File: src/rtl/core/lwu_pkg.sv
`default_nettype none
// ----------------------------------------------------------------------------
// lwu_pkg
// Shared sizes, selector codes and register indexes of the worm update block.
// ----------------------------------------------------------------------------
package lwu_pkg;

	localparam int MAX_SITES      = 4096;
	localparam int MAX_DIM        = 3;
	localparam int MAX_COLORS     = 3;
	localparam int MAX_LINK_BONDS = 15;

	localparam int SITE_W       = $clog2(MAX_SITES);
	localparam int LINK_DEPTH   = 2 * MAX_DIM * MAX_SITES;
	localparam int CHG_DEPTH    = 2 * MAX_DIM * MAX_COLORS * MAX_SITES;
	localparam int LINK_AW      = $clog2(LINK_DEPTH);
	localparam int CHG_AW       = $clog2(CHG_DEPTH);
	localparam int WIND_DEPTH   = MAX_DIM * MAX_COLORS;
	localparam int WIND_AW      = $clog2(WIND_DEPTH);
	localparam int WEIGHT_DEPTH = MAX_LINK_BONDS + 1;
	localparam int WEIGHT_AW    = $clog2(WEIGHT_DEPTH);

	typedef enum logic [2:0] {
		FN_STEP   = 3'd0,
		FN_NBR    = 3'd1,
		FN_WEIGHT = 3'd2,
		FN_CREATE = 3'd3,
		FN_READ   = 3'd4
	} func_t;

	typedef enum logic [2:0] {
		CFG_DIM      = 3'd0,
		CFG_COLORS   = 3'd1,
		CFG_SITES    = 3'd2,
		CFG_LIMIT    = 3'd3,
		CFG_RELOCATE = 3'd4,
		CFG_REPAINT  = 3'd5,
		CFG_PAIR     = 3'd6
	} cfg_idx_t;

endpackage

`default_nettype wire

File: src/rtl/core/lwu_mod.sv
`default_nettype none
// ----------------------------------------------------------------------------
// lwu_mod
// Bit-serial restoring remainder unit: site draw modulo the site count.
// ----------------------------------------------------------------------------
module lwu_mod import lwu_pkg::*; (
	input  wire logic              clk,
	input  wire logic              arst_n,
	input  wire logic              start,
	input  wire logic [SITE_W-1:0] dividend,
	input  wire logic [SITE_W:0]   divisor,
	output logic                   done,
	output logic      [SITE_W-1:0] rem
);

	logic                      busy_q;
	logic                      done_q;
	logic [$clog2(SITE_W)-1:0] cnt_q;
	logic [SITE_W-1:0]         rem_q;
	logic [SITE_W-1:0]         sh_q;
	logic [SITE_W:0]           div_q;
	logic [SITE_W:0]           trial;
	logic [SITE_W:0]           next_rem;

	always_comb begin
		trial    = {rem_q, sh_q[SITE_W-1]};
		next_rem = (trial >= div_q) ? trial - div_q : trial;
	end

	always_ff @(posedge clk or negedge arst_n) begin
		if (!arst_n) begin
			busy_q <= 1'b0;
			done_q <= 1'b0;
			cnt_q  <= '0;
		end else begin
			done_q <= 1'b0;
			if (start) begin
				busy_q <= 1'b1;
				cnt_q  <= ($clog2(SITE_W))'(SITE_W - 1);
			end else if (busy_q) begin
				cnt_q <= cnt_q - 1'b1;
				if (cnt_q == '0) begin
					busy_q <= 1'b0;
					done_q <= 1'b1;
				end
			end
		end
	end

	always_ff @(posedge clk) begin
		if (start) begin
			rem_q <= '0;
			sh_q  <= dividend;
			div_q <= divisor;
		end else if (busy_q) begin
			// remainder stays below the divisor, so it fits the site width
			rem_q <= next_rem[SITE_W-1:0];
			sh_q  <= {sh_q[SITE_W-2:0], 1'b0};
		end
	end

	assign done = done_q;
	assign rem  = rem_q;

endmodule

`default_nettype wire

File: config.mk
export PLATFORM = sky130hd
export DESIGN_NAME = lwu_mod
export DESIGN_NICKNAME = d
export VERILOG_FILES = /design/src/rtl/core/lwu_pkg.sv /design/src/rtl/core/lwu_mod.sv
export SDC_FILE = /design/constraint.sdc
export NUM_CORES = 1
export LEC_CHECK = 0
export ABC_AREA = 1
export BUFFER_PORTS_ARGS = -buffer_cell sky130_fd_sc_hd__buf_2
export CAP_MARGIN = 0
export CORE_UTILIZATION = 51
export DETAILED_ROUTE_END_ITERATION = 12
export PLACE_DENSITY_LB_ADDON = 0.1
export SYNTH_ARGS = -nofsm -noshare
export SYNTH_HDL_FRONTEND = slang
export SYNTH_SLANG_ARGS = --single-unit
File: constraint.sdc
create_clock -name clk -period 2 [get_ports clk]
set_clock_uncertainty 0.2 [all_clocks]
set_input_delay 0.3 -clock clk [delete_from_list [all_inputs] [get_ports clk]]
set_output_delay 0.3 -clock clk [all_outputs]
set_load 0.02 [all_outputs]
==> results.md, run 1 <==
* Largest net degree at the start of global routing at 17
* Crit end category: register
* Post-layout min period at between 1.5 and 2 ns
* RSZ-0062 raised after global routing: yes
* Outcome: completed
* H-tree levels at 2
* GR Overflow Total at 0
* Boundary Pins at 41
* Synth top area cells: edfxtp_1, nand2_1, dfxtp_1
* Antenna viol nets, final at 0
* Leak at 1.784 nW
* DRT Pass-1 Iters at 4
* Number of port buffers at 40
* Worst hold path type: in2reg
* First-pass GRT wire length at 9.094 mm
* Vias per cell at 4.859
* Syn Std Cell Area at approximately 0.0026 mm2
* Slew Limit Fails at 0
* Count of final setup violators at 0
* Yosys Warn Count at 0
* Placer Congestion at between 0.9 and 1
* Clock Latency Late Sink at 0.30 ns
* Fin crit share at between 90% and 100%
* Seq/Total Area, Yosys at 43.85%
* Die H at 73.44 um
* EDFF count, synth at 25
* Std-Cell Core Area at 0.004817 mm2
* PwrDens at about 730 mW/mm2
* Layout cells sized above 1 at 32.84%
* MaxCap Viol Count at 0
* Most common cell in the netlist: nand2_1
* Worst hold slack at 0.05614 ns
* Final count of hold timing violations at 0
* Cells after Synth at ~330
* Setup TNS at 0 ns
* Initial drt markers at 102
* DP HPWL at 4.004 mm
* CTS Root Buffer Type: clkbuf_8
* Final net count at 451
* Slowest stage delay, CP at 0.38 ns
* Asr flop ratio synth at 13.95%
* Clk sinks at between 40 and 50
* Placed Area at 0.002999 mm2
* Inserted Diodes at 0
* Avg Synthesized Cell Area at 7.863 um2
* Vias post-DR at roughly 2300
* DRC Markers at 0
* Initial antenna violation count at 0
* Max Buffers Root-to-Sink at 2
* Yosys top cell area share at a little under 30%
* Worst vdd ir at 0.5468 mV
* Top fanout value on the critical path at 3
* GRT Total Usage at 22.68%
* Drt total wl at between 5 and 6 mm
* Clk pin slew, worst setup/hold paths at 0.09 ns
* Main synth FF type: edfxtp_1
* Row count at 25
* Synth Net Count at 375
* CP max-delay cell: edfxtp_1
* Place WS at -0.01293 ns
* Data required, critical path at 1.99 ns
* Worst-Margin Slew at 0.4456 ns
* Yosys reg bits at 43
* Synth cell count leaders: nand2_1, inv_1, edfxtp_1
* CTS tree: built
* DIE AREA at 0.005393 mm2
* Crit path DAT at 1.93 ns
* Wire per inst at 12.59 um
* Area delta synth->final at 35.43%
* Max Clk Rate at between 500 and 600 MHz
* TritonCTS buffer count at 5
* Netlist cell types at 31
* Worst rel slew slack at 70.26%
* Overall power at 2.573 mW
* Final worst setup slack at 0.06279 ns
* Initial Util at 54.03%
* Setup CP Type: reg2reg
* Die width at 73.44 um
* Critical Path Start Type: register
* Vias in the first global route at 2079
* Cell area after layout at 0.003525 mm2
* Crit-path cells: inv_2, ha_4, inv_2, fa_2, nand3_2, nand3_4, nand2_2, nand2_2, xnor2_1, nand2_1, nand3_1, nand2_1
* Post-synth top area cell: edfxtp_1
==> stage by stage <==
step                      utilization [%]  instances
after floorplan                         -        331
after global placement              62.26        451
after detailed placement            62.26        451
after CTS                           67.38        473
after global routing                73.17        475
final                               73.17        475
==> worst paths after layout <==
check	from	end	slack (ns)	cells after the start
max in group asynchronous	arst_n	cnt_q[1]	1.30	2
max reg2reg	sh_q[11]	rem[6]	0.06	12
min reg2reg	cnt_q[3]	cnt_q[3]	0.30	1
min in group asynchronous	arst_n	cnt_q[0]	0.16	2
min	dividend[0]	sh_q[0]	0.06	3
max	sh_q[11]	rem[6]	0.06	12
==> sequential cells by signal, summed over array words and instances, names as in the netlist <==
signal	cells
done	1
busy_q	1
sh_q	12
div_q	13
rem	12
cnt_q	4
==> cell families (layout without fill, tap and decap cells) <==
group	count (synthesis)	in the layout	share of synthesized area (%)
AOI/OAI and AO/OA	13	13	3.125
xor gates and xnor gates	5	5	1.683
adders and majority gates	16	16	7.981
buffers and inverters	66	142	10.24
DFF	43	43	43.85
and+or+nand+nor	188	189	33.13
==> cells in the final DEF (no fill, tap or decap), types with 2 or more instances in the layout <==
| cell type | Yosys | routed |
|---|---|---|
| a21oi_1 | 6 | 5 |
| buf_4 | 1 | 20 |
| dfrtp_1 | 6 | 6 |
| xnor2_1 | 5 | 5 |
| nand2_4 | 1 | 4 |
| ha_1 | 15 | 3 |
| nor2_1 | 15 | 13 |
| nand4_1 | 14 | 14 |
| dlygate4sd3_1 | 0 | 14 |
| ha_4 | 0 | 12 |
| clkbuf_8 | 0 | 6 |
| buf_6 | 0 | 3 |
| nand3_2 | 5 | 7 |
| nand3_4 | 1 | 3 |
| edfxtp_1 | 25 | 25 |
| nor2_2 | 3 | 4 |
| buf_2 | 3 | 40 |
| nor2_4 | 1 | 2 |
| o21ai_0 | 3 | 3 |
| inv_1 | 56 | 46 |
| nand2_2 | 3 | 15 |
| nand3_1 | 24 | 21 |
| inv_2 | 1 | 11 |
| dfxtp_1 | 12 | 12 |
| nand2_1 | 118 | 103 |
==> layout make-up <==
cell class	count	area, um2
inverter	57	214.0
multi-input combinational	223	1463
clock buffer	6	82.58
clock inverter	2	16.27
sequential	43	1141
tap	67	83.83
timing repair buffer	77	524.3
fill	411	1292
==> timing repair <==
item | 4_1_cts | 5_1_grt
gates resized for setup | 2 | 56
pin swaps | 0 | 15
setup endpoints to repair | 2 | 12
hold buffers | 14 | 0
buffers inserted | 0 | 1
endpoints found under the hold margin | 19 | 0
cloned | 0 | 1
==> worst max-delay path: cells and delay by family, from the launching register on <==
kind	cells	cell delay [ns]
adder cells (fa/ha/maj)	2	0.49
flip-flops	1	0.38
buffers and inverters	2	0.12
XOR/XNOR	1	0.15
AND/OR/NAND/NOR	7	0.49
==> power breakdown <==
| part | switching [mW] | internal (mW) |
|---|---|---|
| Combinational | 0.494 | 0.399 |
| Clock | 0.314 | 0.282 |
| Sequential | 0.0598 | 1.02 |
| Total | 0.867 | 1.71 |
==> layer usage <==
metal / global-route usage [%] / up-vias / share of wire [%]
li1: - / 1206 / -
met1: 31.33 / 1039 / 47
met2: 36.21 / 54 / 47
met3: 3.841 / 9 / 5.1
met4: 7.479 / 0 / 1.3
met5: 0 / - / 0
No activity file was read; power rests on OpenSTA's default activity.
==> run 2, diff against run 1 <==
Settings changed: MAX_ROUTING_LAYER set to met4, SETUP_SLACK_MARGIN set to 0.1.
==> results.md, run 2 (synthesis results as in run 1) <==
* Outcome: completed (unchanged)
* Initial antenna violation count at 0 (unchanged)
* Worst rel slew slack at 69.64% (was 70.26%)
* H-tree levels at 2 (unchanged)
* Worst-Margin Slew at 0.4549 ns (was 0.4456 ns)
* Top reg by flops: div_q (unchanged)
* Worst hold path type: in2reg (unchanged)
* Crit end category: register (unchanged)
* Most frequent cells in the layout: nand2_1, inv_1, buf_2 (unchanged)
* Crit-path cells: inv_2, ha_4, nand2_2, nand2_2, nand2_2, nand2_4, a21oi_4, buf_6, nand4_1, nand3_2, nand2_1 (was inv_2, ha_4, inv_2, fa_2, nand3_2, nand3_4, nand2_2, nand2_2, xnor2_1, nand2_1, nand3_1, nand2_1)
* Post-layout min period at 1.929 ns (was 1.937 ns)
* Max Buffers Root-to-Sink at 2 (unchanged)
* DIE AREA at 0.005393 mm2 (unchanged)
* CP max-delay cell: edfxtp_1 (unchanged)
* Slew Limit Fails at 0 (unchanged)
* Max Clk Rate at 518.5 MHz (was 516.2 MHz)
* Clock Latency Late Sink at 0.31 ns (was 0.30 ns)
* Slowest stage delay, CP at 0.39 ns (was 0.38 ns)
* Fillers at 369 (was 411)
* Critical Path Start Type: register (unchanged)
* Vias in the first global route at 2312 (was 2079)
* Die width at 73.44 um (unchanged)
* CTS Root Buffer Type: clkbuf_8 (unchanged)
* Placer Congestion at 0.9103 (was 0.9405)
* Count of final setup violators at 0 (unchanged)
* Final worst setup slack at 0.07117 ns (was 0.06279 ns)
* Data required, critical path at 2.00 ns (was 1.99 ns)
* Leak at 1.810 nW (was 1.784 nW)
* Initial Util at 54.03% (unchanged)
* Die H at 73.44 um (unchanged)
* PwrDens at 759.2 mW/mm2 (was 729.9 mW/mm2)
* Std-Cell Core Area at 0.004817 mm2 (unchanged)
* Final net count at 453 (was 451)
* Most common cell after layout, fill and taps aside: nand2_1 (unchanged)
* Place WS at 0.01390 ns (was -0.01293 ns)
* Number of port buffers at 40 (unchanged)
* Placed Area at 0.002993 mm2 (was 0.002999 mm2)
* Number of flip-flops in the largest register at 13 (unchanged)
* CTS tree: built (unchanged)
* Fin crit share at 96.44% (was 96.86%)
* Wire per inst at 13.39 um (was 12.59 um)
* First-pass GRT wire length at 10.30 mm (was 9.094 mm)
* GRT Total Usage at 26.19% (was 22.68%)
* DP HPWL at 4.223 mm (was 4.004 mm)
* Area delta synth->final at 38.99% (was 35.43%)
* Boundary Pins at 41 (unchanged)
* Largest net degree at the start of global routing at 19 (was 17)
* Cell area after layout at 0.003617 mm2 (was 0.003525 mm2)
* MaxCap Viol Count at 0 (unchanged)
* Layout cells sized above 1 at 37.56% (was 32.84%)
* Initial drt markers at 97 (was 102)
* Vias per cell at 5.017 (was 4.859)
* Drt total wl at 6.388 mm (was 5.981 mm)
* DRT Pass-1 Iters at 4 (unchanged)
* TritonCTS buffer count at 5 (unchanged)
* CP most frequent cell: nand2_2
* Crit path DAT at 1.93 ns (about the same)
* Vias post-DR at 2393 (was 2308)
* Row count at 25 (unchanged)
* Clk pin slew, worst setup/hold paths at 0.09 ns (about the same)
* Antenna viol nets, final at 0 (unchanged)
* Post-Route Utilization at 75.09% (was 73.17%)
* GR Overflow Total at 0 (unchanged)
* Inserted Diodes at 0 (unchanged)
* RSZ-0062 raised after global routing: yes (unchanged)
* Setup CP Type: reg2reg (unchanged)
* Top fanout value on the critical path at 8 (was 3)
* Clk sinks at 43 (unchanged)
* Final count of hold timing violations at 0 (unchanged)
* Worst vdd ir at 0.5699 mV (was 0.5468 mV)
* DRC Markers at 0 (unchanged)
==> run 2: area by class of cell <==
type	instances	area, um2	area share [%]
multi-input combinational	223	1510	41.75
tap	67	83.83	2.318
inverter	57	216.5	5.984
sequential	43	1149	31.75
clock inverter	3	46.29	1.280
clock buffer	5	68.82	1.902
timing repair buffer	79	543.0	15.01
==> run 2: worst max-delay path: cells and delay by family (launching register included) <==
| kind | cells | cell delay (ns) |
|---|---|---|
| simple gates | 7 | 0.50 |
| buf+inv | 2 | 0.26 |
| flops | 1 | 0.39 |
| fa+ha+maj | 1 | 0.21 |
| compound gates | 1 | 0.25 |
==> run 2: per-layer routing <==
metal / vias up / global-route usage (%) / part of all wire, %
met4: 0 / 7.479 / 1.5
met2: 63 / 43.62 / 49
li1: 1207 / - / -
met3: 11 / 4.115 / 4.6
met5: - / - / 0
met1: 1112 / 33.07 / 45
==> run 2: per-stage QoR <==
stage | TNS (ns) | total power, mW | instances | hold slack (ns)
3_3_place_gp | 0 | 1.793 | 449 | -0.07320
2_1_floorplan | 0 | 1.587 | 331 | -0.1956
5_1_grt | -0.07287 | 2.873 | 477 | 0.04241
3_5_place_dp | 0 | 1.801 | 449 | -0.07036
4_1_cts | 0 | 2.640 | 476 | 0.04092
6_report | 0 | 2.746 | 477 | 0.04597
==> run 2: repair_timing <==
item	CTS	global route
hold buffers	14	0
cloned	1	0
hold endpoints to repair	19	0
gates resized for setup	32	40
pin swaps	22	19
buffers inserted	4	1
setup endpoints to repair	12	12
==> run 2: worst paths after layout <==
check	from	to	slack (ns)	cells past startpoint
setup / recovery	div_q[6]	rem[11]	0.07	11
hold / removal	dividend[0]	sh_q[0]	0.05	3
setup reg to reg	div_q[6]	rem[11]	0.07	11
hold reg to reg	rem[5]	rem[5]	0.29	2
max in group asynchronous	arst_n	busy_q	1.30	2
min in group asynchronous	arst_n	cnt_q[0]	0.16	2
==> run 2: power by group <==
group | internal, mW | switching, mW | leakage, nW | total (mW)
Sequential | 1.03 | 0.0650 | 0.427 | 1.09
Combinational | 0.426 | 0.519 | 1.33 | 0.945
Clock | 0.376 | 0.332 | 0.0548 | 0.709
Total | 1.83 | 0.917 | 1.81 | 2.75
==> run 3, diff against run 2 <==
==> constraint.sdc (replaced) <==
create_clock -name clk -period 2 [get_ports clk]
set_clock_uncertainty 0.2 [all_clocks]
set_input_delay 0 -clock clk [delete_from_list [all_inputs] [get_ports clk]]
set_output_delay 0 -clock clk [all_outputs]
set_load 0.02 [all_outputs]
==> results.md, run 3 (synthesis results as in run 1) <==
* Reg2reg end: rem[6] (was rem[11])
* DIE AREA at 0.005393 mm2 (unchanged)
* CP max-delay cell: edfxtp_1 (unchanged)
* Clock Latency Late Sink at 0.30 ns (was 0.31 ns)
* Top reg by flops: div_q (unchanged)
* Max Buffers Root-to-Sink at 2 (unchanged)
* Largest net degree at the start of global routing at 19 (unchanged)
* Row count at 25 (unchanged)
* Fin crit share at 97.52% (was 96.44%)
* Vias in the first global route at 2376 (was 2312)
* Boundary Pins at 41 (unchanged)
* Crit end category: register (unchanged)
* Final net count at 473 (was 453)
* Setup TNS at 0 ns (unchanged)
* PwrDens at 714.9 mW/mm2 (was 759.2 mW/mm2)
* Worst vdd ir at 0.4867 mV (was 0.5699 mV)
* Initial drt markers at 196 (was 97)
* Most common cell after layout, fill and taps aside: nand2_1 (unchanged)
* GRT Total Usage at 27.94% (was 26.19%)
* Die width at 73.44 um (unchanged)
* CTS Root Buffer Type: clkbuf_8 (unchanged)
* Crit-path cells: inv_2, ha_4, inv_4, fa_2, nand3_2, nand3_4, nand2_1, nand2_1, xnor2_1, nand2_1, nand3_1, nand2_1 (was inv_2, ha_4, nand2_2, nand2_2, nand2_2, nand2_4, a21oi_4, buf_6, nand4_1, nand3_2, nand2_1)
* Antenna viol nets, final at 0 (unchanged)
* HP Start: divisor[5] (was dividend[0])
* Clk sinks at 43 (unchanged)
* Number of flip-flops in the largest register at 13 (unchanged)
* CP most frequent cell: nand2_1 (was nand2_2)
* Post-Route Utilization at 79.58% (was 75.09%)
* Area delta synth->final at 47.31% (was 38.99%)
* Placer Congestion at 0.9037 (was 0.9103)
* Max Clk Rate at 512.7 MHz (was 518.5 MHz)
* Hold Path Cell Cnt at 2 (was 3)
* Outcome: completed (unchanged)
* Comb power frac at 38.3% (was 34.4%)
* Worst-case reg-to-reg path depth at 12 (was 11)
* Layout cells sized above 1 at 37.44% (was 37.56%)
* Sequential group share of total power at 39.8% (about the same)
* Slew Limit Fails at 0 (unchanged)
* DP HPWL at 4.076 mm (was 4.223 mm)
* Critical Path Start Type: register (unchanged)
* Clk pin slew, worst setup/hold paths at 0.09 ns (about the same)
* Hold endpoint: div_q[5] (was sh_q[0])
* Count of final setup violators at 0 (unchanged)
* Crit path DAT at 1.96 ns (was 1.93 ns)
* Top Family by Delay on Critical Path: simple AND/OR/NAND/NOR gates (unchanged)
* Initial Util at 54.03% (unchanged)
* Final instance count without filler cells at 497 (was 477)
* Worst hold path type: in2reg (unchanged)
* Worst rel slew slack at 69.56% (was 69.64%)
* MaxCap Viol Count at 0 (unchanged)
* Slowest stage delay, CP at 0.39 ns (about the same)
* Initial antenna violation count at 0 (unchanged)
* Sw Ratio at 34.52% (was 33.37%)
* Worst Path Buf+Inv at 2 (unchanged)
* Die H at 73.44 um (unchanged)
* NetSw at 946.1 uW (was 916.5 uW)
* H-tree levels at 2 (unchanged)
* Data required, critical path at 2.01 ns (was 2.00 ns)
* Final count of hold timing violations at 0 (unchanged)
* Top fanout value on the critical path at 3 (was 8)
* Inserted Diodes at 0 (unchanged)
* Vias post-DR at 2509 (was 2393)
* Vias per cell at 5.048 (was 5.017)
* Post-layout min period at 1.950 ns (was 1.929 ns)
* DRT Pass-1 Iters at 4 (unchanged)
* Leak at 1.896 nW (was 1.810 nW)
* Worst-Margin Slew at 0.4561 ns (was 0.4549 ns)
* Drt total wl at 7.088 mm (was 6.388 mm)
* CTS tree: built (unchanged)
* Std-Cell Core Area at 0.004817 mm2 (unchanged)
* First-pass GRT wire length at 10.80 mm (was 10.30 mm)
* Number of port buffers at 40 (unchanged)
* RSZ-0062 raised after global routing: yes (unchanged)
* Internal power at 1.795 mW (was 1.830 mW)
* Worst r2r src: sh_q[11] (was div_q[6])
* Placed Instances at 448 (was 449)
* GR Overflow Total at 0 (unchanged)
* TritonCTS buffer count at 5 (unchanged)
* DRC Markers at 0 (unchanged)
* Worst hold slack at 0.1928 ns (was 0.04597 ns)
* Setup CP Type: reg2reg (unchanged)
* Flop2flop setup slack at 0.05 ns (was 0.07 ns)
* Most frequent cells in the layout: nand2_1, inv_1, buf_2 (unchanged)
* Wire per inst at 14.26 um (was 13.39 um)
* Clk pwr share at 21.9% (was 25.8%)
-- run 3: cell count changes in the layout (fill, tap and decap cells not counted), moves of 2 or more --
cell,delta
dlygate4sd3_1,+17
buf_4,+3
nand2_2,-3
a21oi_1,+2
a21oi_2,-2
inv_1,-2
inv_2,+2
nand2_1,+2
nand3_1,-2
nor2_1,-2
nor2_4,+2
xnor2_1,-2
xnor2_2,+2
-- run 3: how the worst max path moves through the flow --
stage               depth (start not counted)  endpoint     start  slack [ns]
floorplan                                  10    rem[5]    rem[9]        0.11
global placement                           12    rem[6]  sh_q[11]        0.07
detailed placement                         12    rem[6]  sh_q[11]       0.009
CTS                                        12    rem[6]  sh_q[11]        0.05
global route                               11    rem[2]  div_q[8]       -0.04
finish                                     12    rem[6]  sh_q[11]        0.05
-- run 3: what timing repair did --
action | in CTS | in global routing
hold buffers | 31 | 0
setup endpoints to repair | 12 | 12
cloned | 1 | 0
setup buffers | 4 | 5
hold endpoints to repair | 39 | 0
pin swaps | 14 | 28
gates resized for setup | 34 | 46
-- run 3: area by class of cell --
class / instances / area (um2)
clock inverters: 1 / 8.758
well taps: 67 / 83.83
repair buffers: 99 / 735.7
inverters: 57 / 216.5
flip-flops and latches: 43 / 1149
clock buffers: 7 / 86.33
multi-input cells: 223 / 1554
fillers: 330 / 983.4
-- run 3: power groups by stage --
| stage | clock (mW) | combinational (mW) | sequential (mW) |
|---|---|---|---|
| after floorplan | 0 | 0.459 | 1.13 |
| after global placement | 0 | 0.704 | 1.09 |
| after detailed placement | 0 | 0.711 | 1.09 |
| after CTS | 0.611 | 0.870 | 1.09 |
| after global routing | 0.638 | 1.14 | 1.10 |
| final | 0.601 | 1.05 | 1.09 |
-- run 3: routing by layer --
| metal | up-vias | track usage (%) | wire [um] |
|---|---|---|---|
| met5 | - | - | 0 |
| met2 | 82 | 46.40 | 3421 |
| met4 | 0 | 10.68 | 113 |
| li1 | 1248 | - | - |
| met3 | 11 | 4.664 | 473 |
| met1 | 1168 | 34.12 | 3080 |
-- run 3: worst register-to-register path: cells and delay by family (launching register included) --
kind	cells	cell delay, ns
AND/OR/NAND/NOR	7	0.49
flip-flops	1	0.39
buffers and inverters	2	0.13
XOR/XNOR	1	0.16
adder cells (fa/ha/maj)	2	0.49
-- run 3: stage by stage --
| stage | power [mW] | worst slack [ns] | cell area [um2] |
|---|---|---|---|
| 6_report | 2.741 | 0.04953 | 3834 |
| 5_1_grt | 2.880 | -0.03852 | 3834 |
| 4_1_cts | 2.566 | 0.05276 | 3622 |
| 3_5_place_dp | 1.801 | 0.009467 | 2985 |
| 3_3_place_gp | 1.792 | 0.06580 | 2985 |
| 2_1_floorplan | 1.587 | 0.1108 | 2611 |
